**config.mk**
```make
export PLATFORM = sky130hd
export DESIGN_NAME = road_scanline_generator
export DESIGN_NICKNAME = d
export VERILOG_FILES = /design/src/hdl/rsg_pkg.sv /design/src/hdl/rsg_useq.sv /design/src/hdl/road_scanline_generator.sv
export VERILOG_INCLUDE_DIRS = /design/src /design/src/hdl
export SDC_FILE = /design/constraint.sdc
export NUM_CORES = 1
export LEC_CHECK = 0
export BUFFER_PORTS_ARGS = -buffer_cell sky130_fd_sc_hd__buf_4
export CORE_MARGIN = 2
export CORE_UTILIZATION = 68
export DETAILED_ROUTE_END_ITERATION = 10
export GPL_ROUTABILITY_DRIVEN = 0
export HOLD_SLACK_MARGIN = 0.1
export PLACE_DENSITY = 0.82
export SLEW_MARGIN = 0
export SYNTH_ARGS = -nofsm -noshare
export SYNTH_HDL_FRONTEND = slang
export SYNTH_SLANG_ARGS = --single-unit
```
**constraint.sdc**
```tcl
create_clock -name clk_i -period 15.85 [get_ports clk_i]
set_input_delay 0.7925 -clock clk_i [delete_from_list [all_inputs] [get_ports clk_i]]
set_output_delay 0.7925 -clock clk_i [all_outputs]
set_load 0.01 [all_outputs]
```
**src/hdl/assert_macros.svh**
```systemverilog
// Assertion macros shared by the road scanline generator RTL.
`ifndef ASSERT_MACROS_SVH
`define ASSERT_MACROS_SVH

// Check a property on every rising clock edge outside reset.
`define RSG_ASSERT(lbl, clk, rstn, prop) \
  lbl: assert property (@(posedge clk) disable iff (!rstn) (prop)) \
    else $error("rsg: assertion failed");

// Check that a condition never holds outside reset.
`define RSG_NEVER(lbl, clk, rstn, expr) \
  lbl: assert property (@(posedge clk) disable iff (!rstn) !(expr)) \
    else $error("rsg: forbidden condition seen");

`endif

```
**src/hdl/rsg_pkg.sv**
```systemverilog
// Types, codes and microcode program of the road scanline generator.
`default_nettype none

package rsg_pkg;

  // Input beat: one road row.
  typedef struct packed {
    logic        mode;
    logic [14:0] depth;
  } in_t;

  // Output beat: one screen line.
  typedef struct packed {
    logic [7:0]         line;
    logic signed [15:0] hscroll;
    logic signed [7:0]  vscroll;
    logic               shade;
    logic               last;
  } out_t;

  localparam int CfgIdxW  = 3;
  localparam int CfgDataW = 15;

  typedef enum logic [CfgIdxW-1:0] {
    CFG_SEG_POS    = 3'd0,
    CFG_NEAR_CURVE = 3'd1,
    CFG_NEAR_SLOPE = 3'd2,
    CFG_FAR_CURVE  = 3'd3,
    CFG_FAR_SLOPE  = 3'd4,
    CFG_SCROLL     = 3'd5
  } cfg_reg_e;

  // Datapath micro-operations.
  typedef enum logic [2:0] {
    OP_LATCH  = 3'd0,
    OP_FRAME  = 3'd1,
    OP_RATE   = 3'd2,
    OP_OFFSET = 3'd3,
    OP_DRAW   = 3'd4,
    OP_EMIT   = 3'd5,
    OP_TAIL   = 3'd6
  } uop_e;

  // Sequencing of the step counter.
  typedef enum logic [1:0] {
    SEQ_NEXT    = 2'd0,
    SEQ_WAIT_IN = 2'd1,
    SEQ_LOOP    = 2'd2,
    SEQ_JUMP    = 2'd3
  } seq_e;

  typedef enum logic [2:0] {
    STEP_WAIT   = 3'd0,
    STEP_FRAME  = 3'd1,
    STEP_RATE   = 3'd2,
    STEP_OFFSET = 3'd3,
    STEP_DRAW   = 3'd4,
    STEP_EMIT   = 3'd5,
    STEP_TAIL   = 3'd6
  } step_e;

  typedef struct packed {
    uop_e  op;
    seq_e  seq;
    step_e target;
  } uword_t;

  // Status fed back from the datapath to the sequencer.
  typedef struct packed {
    logic in_valid;
    logic count_zero;
  } useq_stat_t;

  function automatic uword_t ucode_rom(input step_e step);
    uword_t w;
    case (step)
      STEP_WAIT:   w = '{op: OP_LATCH,  seq: SEQ_WAIT_IN, target: STEP_WAIT};
      STEP_FRAME:  w = '{op: OP_FRAME,  seq: SEQ_NEXT,    target: STEP_WAIT};
      STEP_RATE:   w = '{op: OP_RATE,   seq: SEQ_NEXT,    target: STEP_WAIT};
      STEP_OFFSET: w = '{op: OP_OFFSET, seq: SEQ_NEXT,    target: STEP_WAIT};
      STEP_DRAW:   w = '{op: OP_DRAW,   seq: SEQ_NEXT,    target: STEP_WAIT};
      STEP_EMIT:   w = '{op: OP_EMIT,   seq: SEQ_LOOP,    target: STEP_TAIL};
      STEP_TAIL:   w = '{op: OP_TAIL,   seq: SEQ_JUMP,    target: STEP_WAIT};
      default:     w = '{op: OP_TAIL,   seq: SEQ_JUMP,    target: STEP_WAIT};
    endcase
    return w;
  endfunction

endpackage

`default_nettype wire

```
**src/hdl/rsg_useq.sv**
```systemverilog
// Step counter and control store of the road scanline generator.
`default_nettype none

module rsg_useq import rsg_pkg::*; (
  input  wire        clk_i,
  input  wire        rst_ni,
  input  wire useq_stat_t stat_i,
  output step_e      pc_o,
  output uword_t     uword_o
);

  step_e  pc_q, pc_d, pc_inc;
  uword_t uword;

  assign uword  = ucode_rom(pc_q);
  assign pc_inc = step_e'(pc_q + 3'd1);

  always_comb begin
    pc_d = pc_q;
    case (uword.seq)
      SEQ_NEXT:    pc_d = pc_inc;
      SEQ_WAIT_IN: begin
        if (stat_i.in_valid) begin
          pc_d = pc_inc;
        end
      end
      SEQ_LOOP:    begin
        if (stat_i.count_zero) begin
          pc_d = uword.target;
        end
      end
      SEQ_JUMP:    pc_d = uword.target;
      default:     pc_d = STEP_WAIT;
    endcase
  end

  always_ff @(posedge clk_i or negedge rst_ni) begin
    if (!rst_ni) begin
      pc_q <= STEP_WAIT;
    end else begin
      pc_q <= pc_d;
    end
  end

  assign pc_o    = pc_q;
  assign uword_o = uword;

endmodule

`default_nettype wire

```
**src/hdl/road_scanline_generator.sv**
```systemverilog
// Top level of the road scanline generator: config, datapath and output stage.
//
//   channel   direction  handshake               beat
//   in        in         in_valid_i/in_stall_o   in_t:  mode, depth
//   out       out        out_valid_o/out_stall_i out_t: line, hscroll, vscroll, shade, last
//   cfg       in         cfg_we_i                cfg_idx_i, cfg_wdata_i
//
// A row runs through the wait, frame, rate, offset, draw, emit and tail steps; the
// emit step repeats for each line its advance sweeps (0 to MAX_REPEAT) and holds
// while the output is stalled with a line ready. The microcode program issues one
// control word per cycle, and one swept line per cycle in the emit step unless stalled.
// Reset is asynchronous, active low; it restores config and frame state.
// A finished line waits in the output register while the next one is built.
`default_nettype none

module road_scanline_generator import rsg_pkg::*; #(
  parameter int SCREEN_LINES = 224,
  parameter int MAX_REPEAT   = 8,
  parameter int FRAC_BITS    = 10
) (
  input  wire                  clk_i,
  input  wire                  rst_ni,
  input  wire                  in_valid_i,
  output logic                 in_stall_o,
  input  wire in_t             in_data_i,
  output logic                 out_valid_o,
  input  wire                  out_stall_i,
  output out_t                 out_data_o,
  input  wire                  cfg_we_i,
  input  wire  [CfgIdxW-1:0]   cfg_idx_i,
  input  wire  [CfgDataW-1:0]  cfg_wdata_i
);

`include "assert_macros.svh"

  // Floor of the draw position needs one spare bit so a sweep below the
  // most negative line never wraps to a positive one.
  localparam int CDP_W = 33 - FRAC_BITS;
  // Width holding a clamped advance.
  localparam int AW    = FRAC_BITS + $clog2(MAX_REPEAT) + 1;
  localparam int CNT_W = $clog2(MAX_REPEAT + 1);

  localparam logic [31:0] ONE_FIX  = 32'(1 << FRAC_BITS);
  localparam logic [32:0] ADV_MAX  = 33'(MAX_REPEAT * (1 << FRAC_BITS));
  localparam logic [31:0] DRAW_RST = 32'((SCREEN_LINES - 1) * (1 << FRAC_BITS));
  localparam logic [7:0]  LINE_RST = 8'(SCREEN_LINES - 1);
  localparam logic [9:0]  SCROLL_RST = 10'h3A0;  // -96

  // Sequencer
  step_e      pc;
  uword_t     uword;
  useq_stat_t stat;

  // Configuration
  logic [14:0] seg_pos_q;
  logic [10:0] near_curve_q, near_slope_q, far_curve_q, far_slope_q;
  logic [9:0]  scroll_q;

  // Frame state
  logic [31:0] curve_q, curve_d, lat_q, lat_d, slope_q, slope_d, draw_q, draw_d;
  logic [7:0]  horizon_q, horizon_d, srow_q, srow_d;

  // Per-row working registers
  in_t              in_q, in_d;
  logic [31:0]      adv_q, adv_d;
  logic             adv_pos_q, adv_pos_d;
  logic [CDP_W-1:0] cdp_q, cdp_d;
  logic [CNT_W-1:0] count_q, count_d, cnt_w;
  logic [15:0]      hs_q, hs_d;
  logic             shade_q, shade_d;

  // Output register
  out_t out_q;
  logic out_valid_q;

  // Datapath intermediates
  logic             in_acc, near, out_free, emitting, in_range, step_go, out_load;
  logic [10:0]      dx, dy;
  logic [32:0]      adv_sum;
  logic signed [AW:0] t_s, tq_s, neg_s;
  logic [16:0]      seg_diff;

  assign in_stall_o = (pc != STEP_WAIT);
  assign in_acc     = in_valid_i && !in_stall_o;

  assign stat.in_valid   = in_valid_i;
  assign stat.count_zero = (count_q == '0);

  rsg_useq u_useq (
    .clk_i   (clk_i),
    .rst_ni  (rst_ni),
    .stat_i  (stat),
    .pc_o    (pc),
    .uword_o (uword)
  );

  // Configuration writes; indexes beyond the list are dropped.
  always_ff @(posedge clk_i or negedge rst_ni) begin
    if (!rst_ni) begin
      seg_pos_q    <= '0;
      near_curve_q <= '0;
      near_slope_q <= '0;
      far_curve_q  <= '0;
      far_slope_q  <= '0;
      scroll_q     <= SCROLL_RST;
    end else if (cfg_we_i) begin
      case (cfg_idx_i)
        CFG_SEG_POS:    seg_pos_q    <= cfg_wdata_i;
        CFG_NEAR_CURVE: near_curve_q <= cfg_wdata_i[10:0];
        CFG_NEAR_SLOPE: near_slope_q <= cfg_wdata_i[10:0];
        CFG_FAR_CURVE:  far_curve_q  <= cfg_wdata_i[10:0];
        CFG_FAR_SLOPE:  far_slope_q  <= cfg_wdata_i[10:0];
        CFG_SCROLL:     scroll_q     <= cfg_wdata_i[9:0];
        default: ;
      endcase
    end
  end

  // Segment choice: rows nearer than the boundary take the near segment.
  assign near = (in_q.depth < seg_pos_q);
  assign dx   = near ? near_curve_q : far_curve_q;
  assign dy   = near ? near_slope_q : far_slope_q;

  // Row advance, one line plus the accumulated slope.
  assign adv_sum = {1'b0, ONE_FIX} + {slope_q[31], slope_q};

  // Lines swept: floor(cur) - floor(cur - adv) = -floor((frac(cur) - adv) / 2^F).
  assign t_s   = $signed({1'b0, AW'(draw_q[FRAC_BITS-1:0])}) - $signed({1'b0, adv_q[AW-1:0]});
  assign tq_s  = t_s >>> FRAC_BITS;
  assign neg_s = -tq_s;
  assign cnt_w = neg_s[CNT_W-1:0];

  assign seg_diff = {2'b00, seg_pos_q} - {2'b00, in_q.depth};

  // Emit step: lines at or below the horizon and not negative go out.
  assign out_free = !out_valid_q || !out_stall_i;
  assign emitting = (uword.op == OP_EMIT) && (count_q != '0);
  assign in_range = !cdp_q[CDP_W-1] && (cdp_q <= {{(CDP_W-8){1'b0}}, horizon_q});
  assign step_go  = emitting && (!in_range || out_free);
  assign out_load = step_go && in_range;

  always_comb begin
    in_d      = in_q;
    curve_d   = curve_q;
    lat_d     = lat_q;
    slope_d   = slope_q;
    draw_d    = draw_q;
    horizon_d = horizon_q;
    srow_d    = srow_q;
    adv_d     = adv_q;
    adv_pos_d = adv_pos_q;
    cdp_d     = cdp_q;
    count_d   = count_q;
    hs_d      = hs_q;
    shade_d   = shade_q;
    case (uword.op)
      OP_LATCH: begin
        if (in_acc) begin
          in_d = in_data_i;
        end
      end
      OP_FRAME: begin
        // New frame: put the frame state back to its starting values.
        if (in_q.mode) begin
          curve_d   = '0;
          lat_d     = '0;
          slope_d   = '0;
          draw_d    = DRAW_RST;
          horizon_d = LINE_RST;
          srow_d    = LINE_RST;
        end
      end
      OP_RATE: begin
        curve_d = curve_q + {{21{dx[10]}}, dx};
        slope_d = slope_q + {{21{dy[10]}}, dy};
      end
      OP_OFFSET: begin
        lat_d     = lat_q + curve_q;
        adv_pos_d = !adv_sum[32] && (adv_sum != '0);
        // Clamp the advance to MAX_REPEAT lines.
        adv_d     = ($signed(adv_sum) > $signed(ADV_MAX)) ? ADV_MAX[31:0] : adv_sum[31:0];
      end
      OP_DRAW: begin
        draw_d  = draw_q - adv_q;
        cdp_d   = {draw_q[31], draw_q[31:FRAC_BITS]};
        count_d = adv_pos_q ? cnt_w : '0;
        hs_d    = lat_q[FRAC_BITS +: 16] + {{6{scroll_q[9]}}, scroll_q};
        shade_d = seg_diff[FRAC_BITS];
      end
      OP_EMIT: begin
        if (step_go) begin
          count_d = count_q - CNT_W'(1);
          cdp_d   = cdp_q - CDP_W'(1);
          if (in_range) begin
            horizon_d = cdp_q[7:0];
          end
        end
      end
      OP_TAIL: begin
        srow_d = srow_q - 8'd1;
      end
      default: ;
    endcase
  end

  always_ff @(posedge clk_i or negedge rst_ni) begin
    if (!rst_ni) begin
      curve_q   <= '0;
      lat_q     <= '0;
      slope_q   <= '0;
      draw_q    <= DRAW_RST;
      horizon_q <= LINE_RST;
      srow_q    <= LINE_RST;
      count_q   <= '0;
    end else begin
      curve_q   <= curve_d;
      lat_q     <= lat_d;
      slope_q   <= slope_d;
      draw_q    <= draw_d;
      horizon_q <= horizon_d;
      srow_q    <= srow_d;
      count_q   <= count_d;
    end
  end

  always_ff @(posedge clk_i) begin
    in_q      <= in_d;
    adv_q     <= adv_d;
    adv_pos_q <= adv_pos_d;
    cdp_q     <= cdp_d;
    hs_q      <= hs_d;
    shade_q   <= shade_d;
  end

  // Output register: load a line when free, drop the beat once taken.
  always_ff @(posedge clk_i or negedge rst_ni) begin
    if (!rst_ni) begin
      out_valid_q <= 1'b0;
    end else if (out_load) begin
      out_valid_q <= 1'b1;
    end else if (!out_stall_i) begin
      out_valid_q <= 1'b0;
    end
  end

  always_ff @(posedge clk_i) begin
    if (out_load) begin
      out_q.line    <= cdp_q[7:0];
      out_q.hscroll <= hs_q;
      out_q.vscroll <= srow_q - cdp_q[7:0];
      out_q.shade   <= shade_q;
      // Final line of the row: sweep ends here or line zero is reached.
      out_q.last    <= (count_q == CNT_W'(1)) || (cdp_q == '0);
    end
  end

  assign out_valid_o = out_valid_q;
  assign out_data_o  = out_q;

  `RSG_ASSERT(a_count_bound, clk_i, rst_ni, count_q <= CNT_W'(MAX_REPEAT))
  `RSG_NEVER(a_accept_busy, clk_i, rst_ni, in_acc && (count_q != '0))
  `RSG_ASSERT(a_horizon_follows, clk_i, rst_ni, out_load |=> (out_q.line == horizon_q))

endmodule

`default_nettype wire
```
# --- Word-level counts from Yosys, hierarchy flattened ---
# Index checks and enable logic that the tools add are counted.
totals:
  register_bits: 344
  latch_bits: 0
  ram_bits: 0
  romBits: 0
  inputBits: 39
  output_inout_bits: 36
  elab_cells: 138
  mem_count: 0
classes:
  add_sub_neg: 14
  n_mul: 0
  n_div: 0
  n_lt_le_gt_ge: 3
  n_eq_ne: 26
  shifts: 0
  muxes: 24
  bitwise: 0
  n_reduce_logical: 44
op_table:
  columns: ["op", "n"]
  rows:
  - ["$pmux W32 S2", 4]
  - ["$add A32 B32 Y32", 3]
  - ["$mux W32", 2]
  - ["$pmux W8 S6", 1]
  - ["$pmux W23 S2", 1]
  - ["$add A12 B32 Y33 const A", 1]
  - ["$gt A33 B15 Y1 const B", 1]
  - ["$reduce_bool A33 Y1", 1]
  - ["$pmux W8 S2", 2]
  - ["$sub A32 B32 Y32", 1]
  - ["$reduce_and A2 Y1", 13]
  - ["$mux W8", 3]
  - ["$le A23 B8 Y1", 1]
  - ["$logic_not A23 Y1", 1]
  - ["$mux W23", 1]
  - ["$sub A23 B1 Y23 const B", 1]
  - ["$mux W11", 2]
  - ["$eq A3 B3 Y1 const B", 7]
  - ["$eq A3 B2 Y1 const B", 6]
  - ["$add A16 B16 Y16", 1]
  - ["$lt A15 B15 Y1", 1]
  - ["$sub A10 B14 Y14", 1]
  - ["$pmux W3 S4", 1]
  - ["$reduce_bool A2 Y1", 6]
  - ["25 further kinds", 49]

# --- Logic depth before layout (Yosys ltp) ---
depth:
  depth_word: 7
  depth_mapped: 23

# --- Cells and area by module ---
# A second synthesis with hierarchy kept.
hier_totals:
  hier_cells: 2027
  area_unflattened_um2: 20493.4
modules_own_cells:
  columns: ["mod", "instances", "cells_each", "area_per_inst_um2"]
  rows:
  - ["road_scanline_generator", 1, 1996, 20216.9]
  - ["rsg_useq", 1, 31, 276.5]

# --- Worst setup path before layout ---
# OpenSTA, ideal clock, no wires.
synth_path:
  path_kind: "register to register"
  start: "reg seg_pos_q[4]"
  end: "reg slope_q[29]"
  setup_time_ps: 122
  arrival_ps: 4863
  required_time_ps: 15728
  slack_ps: 10865
  path_stages_with_launch: 22
  n_path_buf: 1
  period_less_slack_ps: 4985
  cell_sequence: "dfrtp_1 > inv_1 > ha_1 > a21o_1 > a21o_1 > a21oi_1 > o21a_1 > o21ai_0 > a31oi_1 > clkbuf_1 > mux2_2 > ha_1 > a211oi_1 > o21ai_0 > a31o_2 > a211oi_1 > o211a_1 > a211oi_1 > o31a_1 > o21a_1 > or3_1 > a32o_1"
synth_between:
  elab_chain_cells: 4
synth_lines:
  columns: ["element", "line_no", "source"]
  rows:
  - ["from (decl)", "road_scanline_generator.sv:55", "logic [14:0] seg_pos_q;"]
  - ["from (signal assigned)", "road_scanline_generator.sv:108", "CFG_SEG_POS: seg_pos_q <= cfg_wdata_i;"]
  - ["$lt A15 B15 Y1", "road_scanline_generator.sv:120", "assign near = (in_q.depth < seg_pos_q);"]
  - ["$mux W11", "road_scanline_generator.sv:122", "assign dy = near ? near_slope_q : far_slope_q;"]
  - ["$add A32 B32 Y32", "road_scanline_generator.sv:175", "slope_d = slope_q + {{21{dy[10]}}, dy};"]
  - ["$pmux W32 S2", "road_scanline_generator.sv:156", "case (uword.op)"]
  - ["to (signal assigned)", "road_scanline_generator.sv:218", "slope_q <= slope_d;"]
  - ["to (decl)", "road_scanline_generator.sv:60", "logic [31:0] curve_q, curve_d, lat_q, lat_d, slope_q, slope_d, draw_q, draw_d;"]
# Every way passes these cells.
# A chain may end at the register's enable or synchronous reset.

# --- Final worst setup path ---
# Same ends and word-level chain as after synthesis.

==> impl_metrics.tcl <==
set metrics [dict create \
    first_pass_iters 5 \
    grt_antenna_before_repair 0 \
    initial_core_util_pct 68.7 \
    rr_endpoint "slope_q[29]" \
    status "finished clean" \
    clock_sinks 332 \
    wl_per_cell_um 19.1 \
    crit_required_ns 16.25 \
    maxSlewHeadroom_pct 15.4 \
    clk_path_buf_depth 3 \
    synth_fp_nets 2342 \
    ys_seq_area_share_pct 42.8 \
    hp-class "in -> async" \
    drtIter0Drc 1391 \
    ys_warn_count 0 \
    path_cells "inv_1 > ha_1 > a21o_1 > a21o_1 > a21oi_1 > o21a_1 > o21ai_0 > a31oi_2 > buf_4 > mux2_2 > ha_1 > nand4_1 > nor3_1 > or3b_2 > o211a_1 > a211oi_1 > o31a_1 > o21a_1 > o21ai_0 > a32o_1" \
    path_buf_inv 2 \
    place_ws_ns 10.44 \
    portBuffers 74 \
    rrSetupSlack_ns 10.31 \
    rsz0062_at_grt "no" \
    p_leak_nw 10.4 \
    combPwrFrac_pct 49.0 \
    power_density_nw_per_um2 193 \
    hold_viol 0 \
    async_flop_share_pct 63.0 \
    ios 75 \
    cts_hold_buffers 0 \
    insertion_delay_ns 0.52 \
    rows 64 \
    ys_ff_latch 332 \
    swShare_pct 41.9 \
    via_per_inst 6.28 \
    avgSynthCellArea_um2 9.91 \
    cts_tree "done" \
    ir_drop_mv 0.103 \
    core_area_um2 30400 \
    synth_edf_count 123 \
    post-route-util_pct 75.7 \
    diodes 0 \
    grt-ovfl-total 0 \
    grt_pass1_vias 16100 \
    clk_pin_slew_ns 0.06 \
    whs_ns 0.329 \
    cts_resized 0 \
    post-route-drc-count 0 \
    cp-end-kind "flip-flop" \
    grtUsageTotal_pct 31.3 \
    postCtsSetupBuffers 0 \
    synth_area_um2 20900 \
    worst_r2r_path_depth 20 \
    placed_cell_area_um2 21900 \
    fill_cells 1983 \
    path_max_fanout 25 \
    slew_violations 0 \
    finalInstanceArea_um2 23000 \
    fin_tns_setup_ns 0 \
    fin_cells 2599 \
    cts_root_buffer "clkbuf_16" \
    crit_path_start_kind "flip-flop" \
    maxCapViolCount 0 \
    ant_nets 0 \
    fin_nets 2408 \
    grt_pass1_wl_mm 80.5 \
    cp_top_family "compound AO/OA/AOI/OAI gates" \
    place_inst 2535 \
    setup_violations 0 \
    layout-drive-gt1-share_pct 12.9 \
    critPathSlowestCell "mux2_2" \
    synthFlopType "dfrtp_1" \
    grt_start_max_net_pins 102 \
    die_y_um 179 \
    num_vias 16300 \
    fmax_mhz 181 \
    area_delta_synth_final_pct 10.1 \
    htree_num_levels 2 \
    path_class "reg -> reg" \
    finalCritPeriodShare_pct 34.9 \
    die_x_um 179 \
    syn_inst 2110 \
    worst_pin_slew_ns 1.26 \
    setup_ws_ns 10.31 \
    clkPwrFrac_pct 19.0 \
    post-dp-hpwl_mm 35.2 \
    r2r-start "seg_pos_q[4]" \
    yosys.cell_types.count 84 \
    skew_ns 0.0236 \
    internal-power_mw 2.59 \
    die_area_um2 32200 \
    worstPathArrival_ns 5.94 \
    power.total_mw 4.45 \
    wl_mm 49.7 \
    p_sw_mw 1.86 \
    seqPwrFrac_pct 32.1 \
    fin_crit_ns 5.54 \
    cpPeakStageDelay_ns 0.61 \
    cts_buffers 35 \
]
worst max path at each step:
stage             endpoint  slack, ns         start  cells past startpoint
4_1_cts        slope_q[29]      10.40  seg_pos_q[4]                     21
2_1_floorplan  slope_q[29]      10.87  seg_pos_q[4]                     21
5_1_grt        slope_q[29]       9.93  seg_pos_q[4]                     20
3_3_place_gp   slope_q[29]      10.66  seg_pos_q[4]                     20
3_5_place_dp   slope_q[29]      10.44  seg_pos_q[4]                     21
6_report       slope_q[29]      10.31  seg_pos_q[4]                     20
worst register-to-register path: stages, from the launching register on:
cell	delay [ns]
dfrtp_1	0.36
inv_1	0.07
ha_1	0.33
a21o_1	0.19
a21o_1	0.18
a21oi_1	0.14
o21a_1	0.13
o21ai_0	0.11
a31oi_2	0.20
buf_4	0.34
mux2_2	0.62
ha_1	0.51
nand4_1	0.20
nor3_1	0.27
or3b_2	0.46
o211a_1	0.28
a211oi_1	0.39
o31a_1	0.19
o21a_1	0.12
o21ai_0	0.08
a32o_1	0.26
power by group through the flow:
stage	sequential (mW)	combinational [mW]	clock (mW)
finish	1.43	2.18	0.844
floorplan	1.33	1.70	0
detailed placement	1.43	2.12	0
global placement	1.42	2.02	0
global route	1.45	2.43	0.890
CTS	1.42	2.16	0.853
metal layers:
layer	up-vias	wire [µm]	global-route usage [%]
li1	7749	-	-
met1	7883	21200	42.0
met2	574	23900	53.2
met3	115	3380	4.45
met4	0	1240	9.14
met5	-	0	0
sequential cells by signal, summed over array words and instances, names as in the netlist, 10 cells and up:
name,count
out_data_o,34
far_slope_q,11
hs_q,16
slope_q,32
far_curve_q,11
curve_q,26
lat_q,26
scroll_q,10
near_curve_q,11
cdp_q,23
in_q,16
near_slope_q,11
seg_pos_q,15
draw_q,32
adv_q,32
final cells by class:
class | instances | area [µm²] | area share, %
Clock inverter | 16 | 195 | 0.848
Tap cell | 396 | 495 | 2.15
Clock buffer | 48 | 976 | 4.24
Multi-Input combinational cell | 1586 | 11200 | 48.8
Sequential cell | 332 | 8950 | 38.9
Timing Repair Buffer | 89 | 674 | 2.93
Inverter | 132 | 495 | 2.15
logic make-up (layout without fill, tap and decap cells):
logic type,after synthesis,in the layout,share of synthesized area [%]
simple gates,597,597,13.9
xor+xnor,156,156,6.53
fa+ha+maj,193,193,11.8
buf+inv,192,285,3.60
compound gates,550,550,16.6
flops,332,332,42.8
mux,90,90,4.81
cell usage in the layout (no fill, tap or decap), types with 7 or more instances in the layout:
cell type  count
a211oi_1      12
a21o_1        72
a21oi_1      115
a22o_1        17
a31oi_1       22
and2_1        12
and3_1        17
buf_4         88
clkbuf_1       9
clkbuf_16     36
dfrtp_1      184
dfstp_2       25
edfxtp_1     123
ha_1         187
inv_1        132
mux2_2        79
mux2i_1       10
nand2_1      215
nand2b_1      18
nand3_1       45
nand4_1       18
nor2_1       127
nor2b_1       19
nor2b_2        7
nor3_1        47
nor4_1         9
o211ai_1       7
o21a_1        20
o21ai_0      177
o21bai_1      16
o31ai_1       24
or2_2          8
or3_1         16
xnor2_1       98
xor2_1        58
cells in the mapped netlist (all sizes together), types with 8 or more instances:
master,n,share of area (%)
nand2,215,3.9
ha,187,11
dfrtp,184,22
o21ai,179,4.3
inv,132,2.4
nor2,129,2.3
edfxtp,123,18
a21oi,116,2.8
xnor2,98,4.1
mux2,80,4.3
a21o,72,2.6
xor2,58,2.4
clkbuf,50,0.90
nor3,47,1.1
nand3,46,1.1
nor2b,26,0.86
dfstp,25,3.1
o31ai,24,0.86
a31oi,23,0.69
o21a,21,0.79
and3,20,0.67
nand4,20,0.70
nand2b,18,0.54
a22o,17,0.71
o21bai,16,0.57
or3,16,0.48
and2,13,0.40
a211oi,12,0.43
nor4,11,0.43
buf,10,0.32
mux2i,10,0.48
or2,8,0.24
Note: power is estimated with default switching activity, not from simulation.
